## src/hdl/cfb_pkg.sv

```systemverilog
package cfb_pkg;

  localparam logic [1:0] LayoutGeneral = 2'd0;
  localparam logic [1:0] LayoutRadio   = 2'd1;
  localparam logic [1:0] LayoutKeypad  = 2'd2;
  localparam logic [1:0] LayoutNone    = 2'd3;

  localparam logic [15:0] CrcPoly  = 16'h1021;
  localparam logic [7:0]  SyncByte = 8'h7E;
  localparam logic [7:0]  HdrByte  = 8'h0B;
  localparam logic [7:0]  PadByte  = 8'h00;

  localparam int IdxW = 5;
  localparam logic [IdxW-1:0] LastIdxShort = 5'd16;
  localparam logic [IdxW-1:0] LastIdxLong  = 5'd18;
  localparam logic [IdxW-1:0] CrcStartType = 5'd6;
  localparam logic [IdxW-1:0] CrcStartBody = 5'd7;

  localparam int QueueDepth = 2;
  localparam int QueuePtrW  = 1;
  localparam int QueueCntW  = 2;

  typedef struct packed {
    logic [1:0]      layout;
    logic [IdxW-1:0] last_idx;
    logic [7:0]      msg_type;
    logic [15:0]     dev_id;
    logic [15:0]     command_code;
    logic [15:0]     data_word;
    logic [15:0]     seq_no;
    logic [7:0]      byte_a;
    logic [7:0]      byte_b;
    logic [7:0]      byte_c;
    logic [7:0]      byte_d;
  } entry_t;

  function automatic logic [15:0] crc_byte(input logic [15:0] crc, input logic [7:0] b);
    logic [15:0] c;
    c = crc ^ {b, 8'h00};
    for (int i = 0; i < 8; i++) begin
      if (c[15]) begin
        c = {c[14:0], 1'b0} ^ CrcPoly;
      end else begin
        c = {c[14:0], 1'b0};
      end
    end
    return c;
  endfunction

endpackage

```

## src/hdl/cfb_ifs.sv

```systemverilog
interface cfb_cmd_if;
  logic        valid;
  logic        ready;
  logic [1:0]  cmd;
  logic [7:0]  msg_type;
  logic [15:0] dev_id;
  logic [15:0] command_code;
  logic [15:0] data_word;
  logic [15:0] seq_no;
  logic [7:0]  byte_a;
  logic [7:0]  byte_b;
  logic [7:0]  byte_c;
  logic [7:0]  byte_d;

  modport source (
    output valid, cmd, msg_type, dev_id, command_code, data_word, seq_no,
           byte_a, byte_b, byte_c, byte_d,
    input  ready
  );
  modport sink (
    input  valid, cmd, msg_type, dev_id, command_code, data_word, seq_no,
           byte_a, byte_b, byte_c, byte_d,
    output ready
  );
endinterface

interface cfb_byte_if;
  logic       valid;
  logic       ready;
  logic [7:0] out_byte;
  logic       last;

  modport source (output valid, out_byte, last, input ready);
  modport sink (input valid, out_byte, last, output ready);
endinterface

```

## src/hdl/cfb_front.sv

```systemverilog
module cfb_front (
  cfb_cmd_if.sink          command,
  input  logic             q_ready,
  output logic             push,
  output cfb_pkg::entry_t  entry
);
  import cfb_pkg::*;

  assign command.ready = q_ready;
  assign push = command.valid && q_ready && (command.cmd != LayoutNone);

  always_comb begin
    entry.layout       = command.cmd;
    entry.last_idx     = (command.cmd == LayoutRadio) ? LastIdxLong : LastIdxShort;
    entry.msg_type     = command.msg_type;
    entry.dev_id       = command.dev_id;
    entry.command_code = command.command_code;
    entry.data_word    = command.data_word;
    entry.seq_no       = command.seq_no;
    entry.byte_a       = command.byte_a;
    entry.byte_b       = command.byte_b;
    entry.byte_c       = command.byte_c;
    entry.byte_d       = command.byte_d;
  end

endmodule

```

## src/hdl/cfb_queue.sv

```systemverilog
module cfb_queue (
  input  logic             clk,
  input  logic             rst,
  input  logic             push,
  input  cfb_pkg::entry_t  push_entry,
  output logic             push_ready,
  output logic             pop_valid,
  input  logic             pop,
  output cfb_pkg::entry_t  pop_entry
);
  import cfb_pkg::*;

  entry_t                slots [QueueDepth];
  logic [QueuePtrW-1:0]  wptr;
  logic [QueuePtrW-1:0]  rptr;
  logic [QueueCntW-1:0]  count;

  assign push_ready = (count != QueueCntW'(QueueDepth));
  assign pop_valid  = (count != '0);
  assign pop_entry  = slots[rptr];

  always_ff @(posedge clk) begin
    if (rst) begin
      wptr  <= '0;
      rptr  <= '0;
      count <= '0;
    end else begin
      if (push) begin
        wptr <= wptr + 1'b1;
      end
      if (pop) begin
        rptr <= rptr + 1'b1;
      end
      if (push && !pop) begin
        count <= count + 1'b1;
      end else if (pop && !push) begin
        count <= count - 1'b1;
      end
    end
  end

  always_ff @(posedge clk) begin
    if (push) begin
      slots[wptr] <= push_entry;
    end
  end

`ifndef SYNTH
  a_no_overflow: assert property (@(posedge clk) disable iff (rst)
    !(push && !push_ready))
    else $error("queue written while full");
  a_no_underflow: assert property (@(posedge clk) disable iff (rst)
    !(pop && !pop_valid))
    else $error("queue read while empty");
`endif

endmodule

```

## src/hdl/cfb_back.sv

```systemverilog
module cfb_back (
  input  logic             clk,
  input  logic             rst,
  input  logic             q_valid,
  input  cfb_pkg::entry_t  q_entry,
  output logic             pop,
  cfb_byte_if.source       frame
);
  import cfb_pkg::*;

  entry_t           cur;
  logic             busy;
  logic [IdxW-1:0]  idx;
  logic [15:0]      crc;
  logic             ovalid;
  logic [7:0]       obyte;
  logic             olast;

  logic             load;
  logic             emit;
  logic             fin;
  logic [7:0]       sel;
  logic [IdxW-1:0]  crc_start;
  logic [IdxW-1:0]  crc_end;
  logic             in_crc;

  assign frame.valid    = ovalid;
  assign frame.out_byte = obyte;
  assign frame.last     = olast;

  assign load = !ovalid || frame.ready;
  assign emit = load && busy;
  assign fin  = emit && (idx == cur.last_idx);
  assign pop  = q_valid && load && (!busy || fin);

  assign crc_start = (cur.layout == LayoutGeneral) ? CrcStartType : CrcStartBody;
  assign crc_end   = cur.last_idx - IdxW'(2);
  assign in_crc    = (idx >= crc_start) && (idx <= crc_end);

  always_comb begin
    case (idx)
      5'd0, 5'd1, 5'd2, 5'd3: sel = SyncByte;
      5'd4:  sel = HdrByte;
      5'd5:  sel = PadByte;
      5'd6:  sel = cur.msg_type;
      5'd7:  sel = cur.dev_id[7:0];
      5'd8:  sel = cur.dev_id[15:8];
      5'd9:  sel = cur.command_code[7:0];
      5'd10: sel = cur.command_code[15:8];
      5'd11: sel = (cur.layout == LayoutGeneral) ? cur.data_word[7:0] : cur.byte_a;
      5'd12: sel = (cur.layout == LayoutGeneral) ? cur.data_word[15:8] : cur.byte_b;
      5'd13: sel = (cur.layout == LayoutRadio) ? cur.byte_c : cur.seq_no[7:0];
      5'd14: sel = (cur.layout == LayoutRadio) ? cur.byte_d : cur.seq_no[15:8];
      5'd15: sel = (cur.layout == LayoutRadio) ? cur.seq_no[7:0] : crc[7:0];
      5'd16: sel = (cur.layout == LayoutRadio) ? cur.seq_no[15:8] : crc[15:8];
      5'd17: sel = crc[7:0];
      5'd18: sel = crc[15:8];
      default: sel = PadByte;
    endcase
  end

  always_ff @(posedge clk) begin
    if (rst) begin
      busy   <= 1'b0;
      ovalid <= 1'b0;
      idx    <= '0;
    end else begin
      if (load) begin
        ovalid <= emit;
      end
      if (pop) begin
        busy <= 1'b1;
        idx  <= '0;
      end else begin
        if (fin) begin
          busy <= 1'b0;
        end
        if (emit) begin
          idx <= idx + 1'b1;
        end
      end
    end
  end

  always_ff @(posedge clk) begin
    if (emit) begin
      obyte <= sel;
      olast <= fin;
    end
    if (pop) begin
      cur <= q_entry;
      crc <= '0;
    end else if (emit && in_crc) begin
      crc <= crc_byte(crc, sel);
    end
  end

`ifndef SYNTH
  a_idx_in_frame: assert property (@(posedge clk) disable iff (rst)
    busy |-> (idx <= cur.last_idx))
    else $error("byte index beyond end of frame");
  a_restart_at_zero: assert property (@(posedge clk) disable iff (rst)
    fin |=> (!busy || idx == '0))
    else $error("next frame does not start at its first byte");
`endif

endmodule

```

## src/hdl/command_frame_builder_crc16.sv

```systemverilog
// Takes one command word and sends it as a byte frame: preamble 7E 7E 7E 7E 0B 00, the type
// byte, the layout's fields low byte first, and a CRC-16 (polynomial 0x1021, initial value
// zero) low byte first, with last set on the final byte. The general and keypad layouts
// give 17 bytes and the radio layout 19; a command with the unused layout code is taken
// and dropped without any output. The serialiser emits one byte per cycle while the output
// is ready, and frames that are queued follow each other with no gap; after idle, a command
// passes through the queue slot, the current-frame register and the output byte register.
// A two-word queue lets the next commands be taken while a frame is still going out.
module command_frame_builder_crc16 (
  input  logic        clk,
  input  logic        rst,
  cfb_cmd_if.sink     command,
  cfb_byte_if.source  frame
);
  import cfb_pkg::*;

  logic   push;
  logic   q_ready;
  logic   q_valid;
  logic   pop;
  entry_t push_entry;
  entry_t pop_entry;

  cfb_front u_front (
    .command (command),
    .q_ready (q_ready),
    .push    (push),
    .entry   (push_entry)
  );

  cfb_queue u_queue (
    .clk        (clk),
    .rst        (rst),
    .push       (push),
    .push_entry (push_entry),
    .push_ready (q_ready),
    .pop_valid  (q_valid),
    .pop        (pop),
    .pop_entry  (pop_entry)
  );

  cfb_back u_back (
    .clk     (clk),
    .rst     (rst),
    .q_valid (q_valid),
    .q_entry (pop_entry),
    .pop     (pop),
    .frame   (frame)
  );

endmodule
```

## src/flat_wrapper.sv

```systemverilog
// flat-port wrapper written by rule: the top's interface ports become plain ports
module command_frame_builder_crc16_flat import cfb_pkg::*;
  (clk, rst, command_valid, command_cmd, command_msg_type, command_dev_id, command_command_code, command_data_word, command_seq_no, command_byte_a, command_byte_b, command_byte_c, command_byte_d, command_ready, frame_valid, frame_out_byte, frame_last, frame_ready);
  cfb_cmd_if command_i ();
  cfb_byte_if frame_i ();
  input  logic clk;
  input  logic rst;
  input wire logic [$bits(command_i.valid)-1:0] command_valid;
  input wire logic [$bits(command_i.cmd)-1:0] command_cmd;
  input wire logic [$bits(command_i.msg_type)-1:0] command_msg_type;
  input wire logic [$bits(command_i.dev_id)-1:0] command_dev_id;
  input wire logic [$bits(command_i.command_code)-1:0] command_command_code;
  input wire logic [$bits(command_i.data_word)-1:0] command_data_word;
  input wire logic [$bits(command_i.seq_no)-1:0] command_seq_no;
  input wire logic [$bits(command_i.byte_a)-1:0] command_byte_a;
  input wire logic [$bits(command_i.byte_b)-1:0] command_byte_b;
  input wire logic [$bits(command_i.byte_c)-1:0] command_byte_c;
  input wire logic [$bits(command_i.byte_d)-1:0] command_byte_d;
  output wire logic [$bits(command_i.ready)-1:0] command_ready;
  output wire logic [$bits(frame_i.valid)-1:0] frame_valid;
  output wire logic [$bits(frame_i.out_byte)-1:0] frame_out_byte;
  output wire logic [$bits(frame_i.last)-1:0] frame_last;
  input wire logic [$bits(frame_i.ready)-1:0] frame_ready;
  assign command_i.valid = command_valid;
  assign command_i.cmd = command_cmd;
  assign command_i.msg_type = command_msg_type;
  assign command_i.dev_id = command_dev_id;
  assign command_i.command_code = command_command_code;
  assign command_i.data_word = command_data_word;
  assign command_i.seq_no = command_seq_no;
  assign command_i.byte_a = command_byte_a;
  assign command_i.byte_b = command_byte_b;
  assign command_i.byte_c = command_byte_c;
  assign command_i.byte_d = command_byte_d;
  assign command_ready = command_i.ready;
  assign frame_valid = frame_i.valid;
  assign frame_out_byte = frame_i.out_byte;
  assign frame_last = frame_i.last;
  assign frame_i.ready = frame_ready;
  command_frame_builder_crc16 u_core (.clk(clk), .rst(rst), .command(command_i), .frame(frame_i));
endmodule
```

## config.mk

```make
export PLATFORM = sky130hd
export DESIGN_NAME = command_frame_builder_crc16_flat
export DESIGN_NICKNAME = d
export VERILOG_FILES = /design/src/hdl/cfb_pkg.sv /design/src/hdl/cfb_ifs.sv /design/src/hdl/cfb_front.sv /design/src/hdl/cfb_queue.sv /design/src/hdl/cfb_back.sv /design/src/hdl/command_frame_builder_crc16.sv /design/src/flat_wrapper.sv
export SDC_FILE = /design/constraint.sdc
export NUM_CORES = 1
export LEC_CHECK = 0
export BUFFER_PORTS_ARGS = -buffer_cell sky130_fd_sc_hd__clkbuf_2
export CAP_MARGIN = 20
export CELL_PAD_IN_SITES_DETAIL_PLACEMENT = 0
export CELL_PAD_IN_SITES_GLOBAL_PLACEMENT = 1
export CORE_ASPECT_RATIO = 1.5
export CORE_MARGIN = 2
export CORE_UTILIZATION = 50
export CTS_CLUSTER_DIAMETER = 50
export DETAILED_ROUTE_END_ITERATION = 12
export PLACE_DENSITY = 0.89
export SLEW_MARGIN = 30
export SYNTH_ARGS = -nofsm -noshare
export SYNTH_HDL_FRONTEND = slang
export SYNTH_SLANG_ARGS = --single-unit
```

## constraint.sdc

```tcl
create_clock -name clk -period 11.3 [get_ports clk]
set_clock_uncertainty 0.05 [all_clocks]
set_input_delay 0.565 -clock clk [delete_from_list [all_inputs] [get_ports clk]]
set_output_delay 0.565 -clock clk [all_outputs]
set_load 0.01 [all_outputs]
```

Word-level counts from Yosys, hierarchy flattened:

Memory sizes are Yosys's and may differ from the RTL's. A register that Yosys moved wholly into a read port is not among the register bits.
Index checks and enable logic that the tools add are counted.

* add/subtract/negate cells: 6
* magnitude comparators: 2
* eq/ne operators: 22
* muxes and demuxes: 37
* bitwise gates (word level): 9
* reductions and logical operators: 23

Operator list (count)
* $mux W16: 14
* $pmux W8 S15: 1
* $mux W13: 8
* $mux W8: 6
* $eq A5 B4 Y1 const B: 8
* $not A3 Y3: 8
* $xor A16 B16 Y16: 1
* $eq A5 B3 Y1 const B: 3
* $eq A5 B5 Y1 const B: 3
* $eq A5 B2 Y1 const B: 2
* $logic_and A1 B1 Y1: 10
* $mux W2: 3
* $reduce_bool A2 Y1: 3
* $add A5 B1 Y5 const B: 1
* $eq A5 B1 Y1 const B: 1
* $eq A5 B5 Y1: 1
* $ge A5 B3 Y1: 1
* $le A5 B5 Y1: 1
* $logic_not A5 Y1: 1
* $mux W1: 5
* $sub A5 B2 Y5 const B: 1
* $eq A2 B1 Y1 const B: 2
* $logic_not A1 Y1: 4
* $ne A2 B2 Y1 const B: 2
* other kinds (7): 9

* bits in registers: 41
* memory bits (writable): 216
* bits of input ports: 110
* output and inout port bits: 11
* logic and storage cells: 110
* memories kept: 1

Memory list
* u_core.u_queue.slots: depth 2, width 108, read ports 1, clocked after Yosys merged registers in 1, write ports 1, RTL line cfb_queue.sv:13 `entry_t slots [QueueDepth];`

Depth between registers and ports, before layout:

* depth after elaboration: 34
* gate-level depth with buffers: 13

Modules after synthesis:

Synthesis repeated with hierarchy kept, for this count alone.

* cell total of the unflattened synthesis: 1012
* area, all modules: 15787.6 µm²

Modules (own cells, without submodules)
* cfb_queue: times used 1, cells an instance 367, area an instance 8246.7 µm², sequential area each 6766.5 µm²
* cfb_back: times used 1, cells an instance 529, area an instance 6678.9 µm², sequential area each 4063.9 µm²
* cfb_front: times used 1, cells an instance 116, area an instance 862.1 µm², sequential area each 0.0 µm²

Least setup slack after synthesis:

Ideal clock, no wire load.

* path kind: input port to flip-flop
* start point: in command_cmd[1]
* end point: mem u_core.u_queue.slots[0][0] (netlist bit) (enable)
* library setup time: 0.587 ns
* data arrival time: 5.550 ns
* data required time: 10.663 ns
* path slack: 5.113 ns
* cell stages on the path: 3
* buffers on the path: 0
* path through: nand2_1 -> and3_1 -> nor2b_1

* cells in the longest elaborated chain, start to end: 4

RTL lines
* start: declaration: RTL line flat_wrapper.sv:9 `input wire logic [$bits(command_i.cmd)-1:0] command_cmd;`
* $ne A2 B2 Y1: RTL line cfb_front.sv:10 `assign push = command.valid && q_ready && (command.cmd != LayoutNone);`
* $logic_and A1 B1 Y1: RTL line cfb_front.sv:10
* named net u_core.push: RTL line command_frame_builder_crc16.sv:17 `logic push;`
* $mux W1: RTL line cfb_queue.sv:43 `if (push) begin`
* $mux W1 (implied by the code): RTL line cfb_queue.sv:44 `slots[wptr] <= push_entry;`
* end: declaration: RTL line cfb_queue.sv:13

The timed path passes the listed nets, and every way through them passes these cells.

Worst setup path in the final report:

* start point: reg u_core.u_back.idx[0]
* end point: reg u_core.u_back.crc[7]

* elaborated cells on any way between the ends: 53
* those cells by class: order compare: 2; eq/ne: 18; mux: 23; bitwise: 3; reduce/logical: 7

RTL lines
* start: declaration: RTL line cfb_back.sv:13 `logic [IdxW-1:0] idx;`
* start signal: assignment: RTL line cfb_back.sv:79 `idx <= idx + 1'b1;`
* $eq A5 B1 Y1 (tied with other cells): RTL line cfb_back.sv:41 `case (idx)`
* $reduce_or A4 Y1: RTL line cfb_back.sv:41
* $pmux W8 S15 (*): RTL line cfb_back.sv:41
* named net u_core.u_back.sel[6]: RTL line cfb_back.sv:22 `logic [7:0] sel;`
* $xor A16 B16 Y16 (*): RTL line cfb_pkg.sv:39 `c = crc ^ {b, 8'h00};`
* $mux W16 (*): RTL line cfb_back.sv:93 `end else if (emit && in_crc) begin`
* $mux W16 (*): RTL line cfb_back.sv:90 `if (pop) begin`
* $mux W13 (*): RTL line cfb_pkg.sv:41 `if (c[15]) begin`
* (+7 left out)
* $mux W16 (*): RTL line cfb_back.sv:90
* $mux W13 (*): RTL line cfb_pkg.sv:41
* $mux W16 (*): RTL line cfb_back.sv:93
* $mux W16 (*): RTL line cfb_back.sv:90
* $mux W13 (*): RTL line cfb_pkg.sv:41
* $mux W16 (*): RTL line cfb_back.sv:93
* $mux W16 (*): RTL line cfb_back.sv:90
* $mux W13 (*): RTL line cfb_pkg.sv:41
* end signal: assignment: RTL line cfb_back.sv:94 `crc <= crc_byte(crc, sel);`
* end: declaration: RTL line cfb_back.sv:14 `logic [15:0] crc;`

Mark *: on every way through the listed nets, which the timed path passes. The rest lies on a longest branch. The select of a mux whose other input is x is not followed.
A chain may end at the register's enable or synchronous reset.

==> results.sh <==
export IMPL_drt_total_wl_um=29190
export IMPL_worstMarginPinSlew_ns=0.9847
export IMPL_ctsHoldBuffers=0
export IMPL_grt_use_total=0.1990
export IMPL_viasPerCell=5.674
export IMPL_p_seq_frac=0.492
export IMPL_synth_top_family_by_area="multiplexers"
export IMPL_synth_seq_cells=357
export IMPL_antenna_left=0
export IMPL_drive_gt1_frac=0.3099
export IMPL_area_delta_synth_final_pct=15.61
export IMPL_max_freq_ghz=0.2504
export IMPL_synthTopCellsByArea="edfxtp_1, mux2_2, dfxtp_1"
export IMPL_place_gp_congestion=0.9394
export IMPL_numCtsBuffers=35
export IMPL_dp_hpwl_um=20150
export IMPL_ys_types=72
export IMPL_crit_buf_inv=2
export IMPL_cts_resized=0
export IMPL_p_comb_frac=0.214
export IMPL_postLayoutCoreUtil=0.5871
export IMPL_post_route_drc_count=0
export IMPL_final_hold_violation_count=0
export IMPL_cts_tree="done"
export IMPL_ys_async_sr_fraction=0
export IMPL_crit_chain="inv_1, ha_1, nor4bb_1, buf_4, mux2_1, a2111o_1, or4_1, xor2_1, xnor3_1, and4_1, nor3_1"
export IMPL_antenna_found_initial=0
export IMPL_yosysWarnings=0
export IMPL_clock_power_share=0.294
export IMPL_syn_nets=958
export IMPL_synth_edf_count=330
export IMPL_cts_clk_slew_worst_paths_ns=0.07
export IMPL_syn_inst=837
export IMPL_die_y_um=210.1
export IMPL_drv_cap=0
export IMPL_start_kind="flop"
export IMPL_via_count=7603
export IMPL_finalSetupViolCount=0
export IMPL_path_max_fanout=9
export IMPL_cts_sink_count=357
export IMPL_rsz0062_at_grt="false"
export IMPL_cts_setup_buffers=0
export IMPL_die_w_um=141.4
export IMPL_synth_compound_area_frac=0.05985
export IMPL_synth_simple_gate_area_frac=0.06312
export IMPL_dieArea_um2=29700
export IMPL_final_nets=1091
export IMPL_grt_overflow=0
export IMPL_fp_row_count=75
export IMPL_wl_per_cell_um=21.78
export IMPL_slew_limit_headroom=0.3265
export IMPL_grt_max_degree=71
export IMPL_htreeDepth=2
export IMPL_initialDrtViolationCount=660
export IMPL_core_area_um2=27870
export IMPL_finalMaxSlewViolations=0
export IMPL_portBuffers=120
export IMPL_tns_ns=0
export IMPL_grt_pass1_wl_um=43860
export IMPL_whs_path_depth=1
export IMPL_initial_core_util=0.5078
export IMPL_max_stage_delay_ns=0.60
export IMPL_arrival_ns=4.38
export IMPL_cts_buffer_depth=3
export IMPL_first_global_vias=7631
export IMPL_p_leak_nw=5.721
export IMPL_worstSetupPathType="flop to flop"
export IMPL_avgSynthCellArea_um2=16.91
export IMPL_synth_fa_ha_area_frac=0.009724
export IMPL_fin_crit_ns=3.993
export IMPL_syn_area_um2=14150
export IMPL_ys_seq_area_frac=0.7383
export IMPL_status="complete, no violations"
export IMPL_cp_required_ns=11.69
export IMPL_worstSetupPathDepth=11
export IMPL_switching_share=0.2832
export IMPL_r2r_cells=11
export IMPL_final_cell_mix="edfxtp_1, clkbuf_2, mux2_2"
export IMPL_antennaDiodeCount=0
export IMPL_final_common_cell="edfxtp_1"
export IMPL_synth_top_area_frac=0.7001
export IMPL_dpl_cell_count=1279
export IMPL_cp_slowest_cell="or4_1"
export IMPL_synth_flop_cell="edfxtp_1"
export IMPL_switchingPower_mw=1.145
export IMPL_io_pin_count=121
export IMPL_period_share=0.3534
export IMPL_internal_power_mw=2.898
export IMPL_finalNonFillerCells=1340
export IMPL_dr_pass1_iters=5
export IMPL_crit_path_end_kind="flop"
export IMPL_power_density_nw_per_um2=247.0
export IMPL_cp_top_family="simple AND/OR/NAND/NOR gates"
export IMPL_synth_top_area_cell="edfxtp_1"
export IMPL_peakVddDrop_mv=0.1871
export IMPL_synthXorXnorAreaFrac=0.01282
export IMPL_synth_mux_area_frac=0.1016
export IMPL_clkLatencyLatePin_ns=0.51
export IMPL_cts_root_buf="clkbuf_16"
export IMPL_min_path_type="primary input to flop"
export IMPL_whs_ns=0.1833
-- Yosys cell counts (8+ instances only) --
master and count:
clkbuf_1 29, nor3_1 16, mux2_2 108, nor2_1 23, and3_1 9, a22o_1 8
mux2i_1 21, dfxtp_1 27, edfxtp_1 330, a22oi_1 10, inv_1 15, ha_1 11
o21ai_0 21, nand2_1 37, a21oi_1 17
-- registers in the layout, summed over array words and instances, names as in the netlist --
| name | flops |
|---|---|
| u_core.u_back.busy | 1 |
| u_core.u_back.frame.valid | 1 |
| u_core.u_queue.wptr | 1 |
| u_core.u_back.cur | 107 |
| u_core.u_queue.slots | 214 |
| u_core.u_queue.count | 2 |
| u_core.u_back.frame.out_byte | 8 |
| u_core.u_back.frame.last | 1 |
| u_core.u_back.idx | 5 |
| u_core.u_back.crc | 16 |
| u_core.u_queue.rptr | 1 |
-- path summary, 6_finish.rpt --
path / start / end / slack [ns]
max: u_core.u_back.idx[0] / u_core.u_back.crc[7] / 7.31
min: command_byte_d[7] / u_core.u_queue.slots[1][7] / 0.18
max reg2reg: u_core.u_back.idx[0] / u_core.u_back.crc[7] / 7.31
min reg2reg: u_core.u_back.busy / u_core.u_back.frame.valid / 0.43
-- through the flow --
step,setup WS (ns),area (um2),power [mW]
after global placement,7.501,15150,2.867
after floorplan,5.113,14150,2.609
after global routing,7.069,16360,4.221
after CTS,7.332,16360,4.078
final,7.307,16360,4.042
after detailed placement,7.346,15170,2.881
-- power by group through the flow --
| stage | combinational (mW) | clock, mW | sequential [mW] |
|---|---|---|---|
| detailed placement | 0.871 | 0 | 2.01 |
| global placement | 0.858 | 0 | 2.01 |
| global route | 0.951 | 1.26 | 2.01 |
| finish | 0.867 | 1.19 | 1.99 |
| floorplan | 0.653 | 0 | 1.96 |
| CTS | 0.878 | 1.21 | 1.99 |
-- cell type report --
cell class / instances / area [um2]
clock buffers: 39 / 890.9
clock inverters: 22 / 299.0
fillers: 2015 / 11510
inverters: 16 / 62.56
multi-input cells: 428 / 3513
flip-flops and latches: 357 / 10450
well taps: 346 / 432.9
repair buffers: 132 / 710.7
-- routing by layer --
metal  global-route usage  vias up  part of all wire
met1               0.2370     3759              0.38
li1                     -     3571                 -
met3              0.02999       60             0.041
met2               0.3616      213              0.54
met4              0.07793        0             0.036
met5                    0        -                 0
-- cells by family after synthesis --
logic type,after synthesis
multiplexers,130
AO/OA/AOI/OAI,117
AND/OR/NAND/NOR,155
XOR/XNOR,15
adder cells (fa/ha/maj),11
buffers and inverters,52
flip-flops,357
No activity file was read; power rests on OpenSTA's default activity.
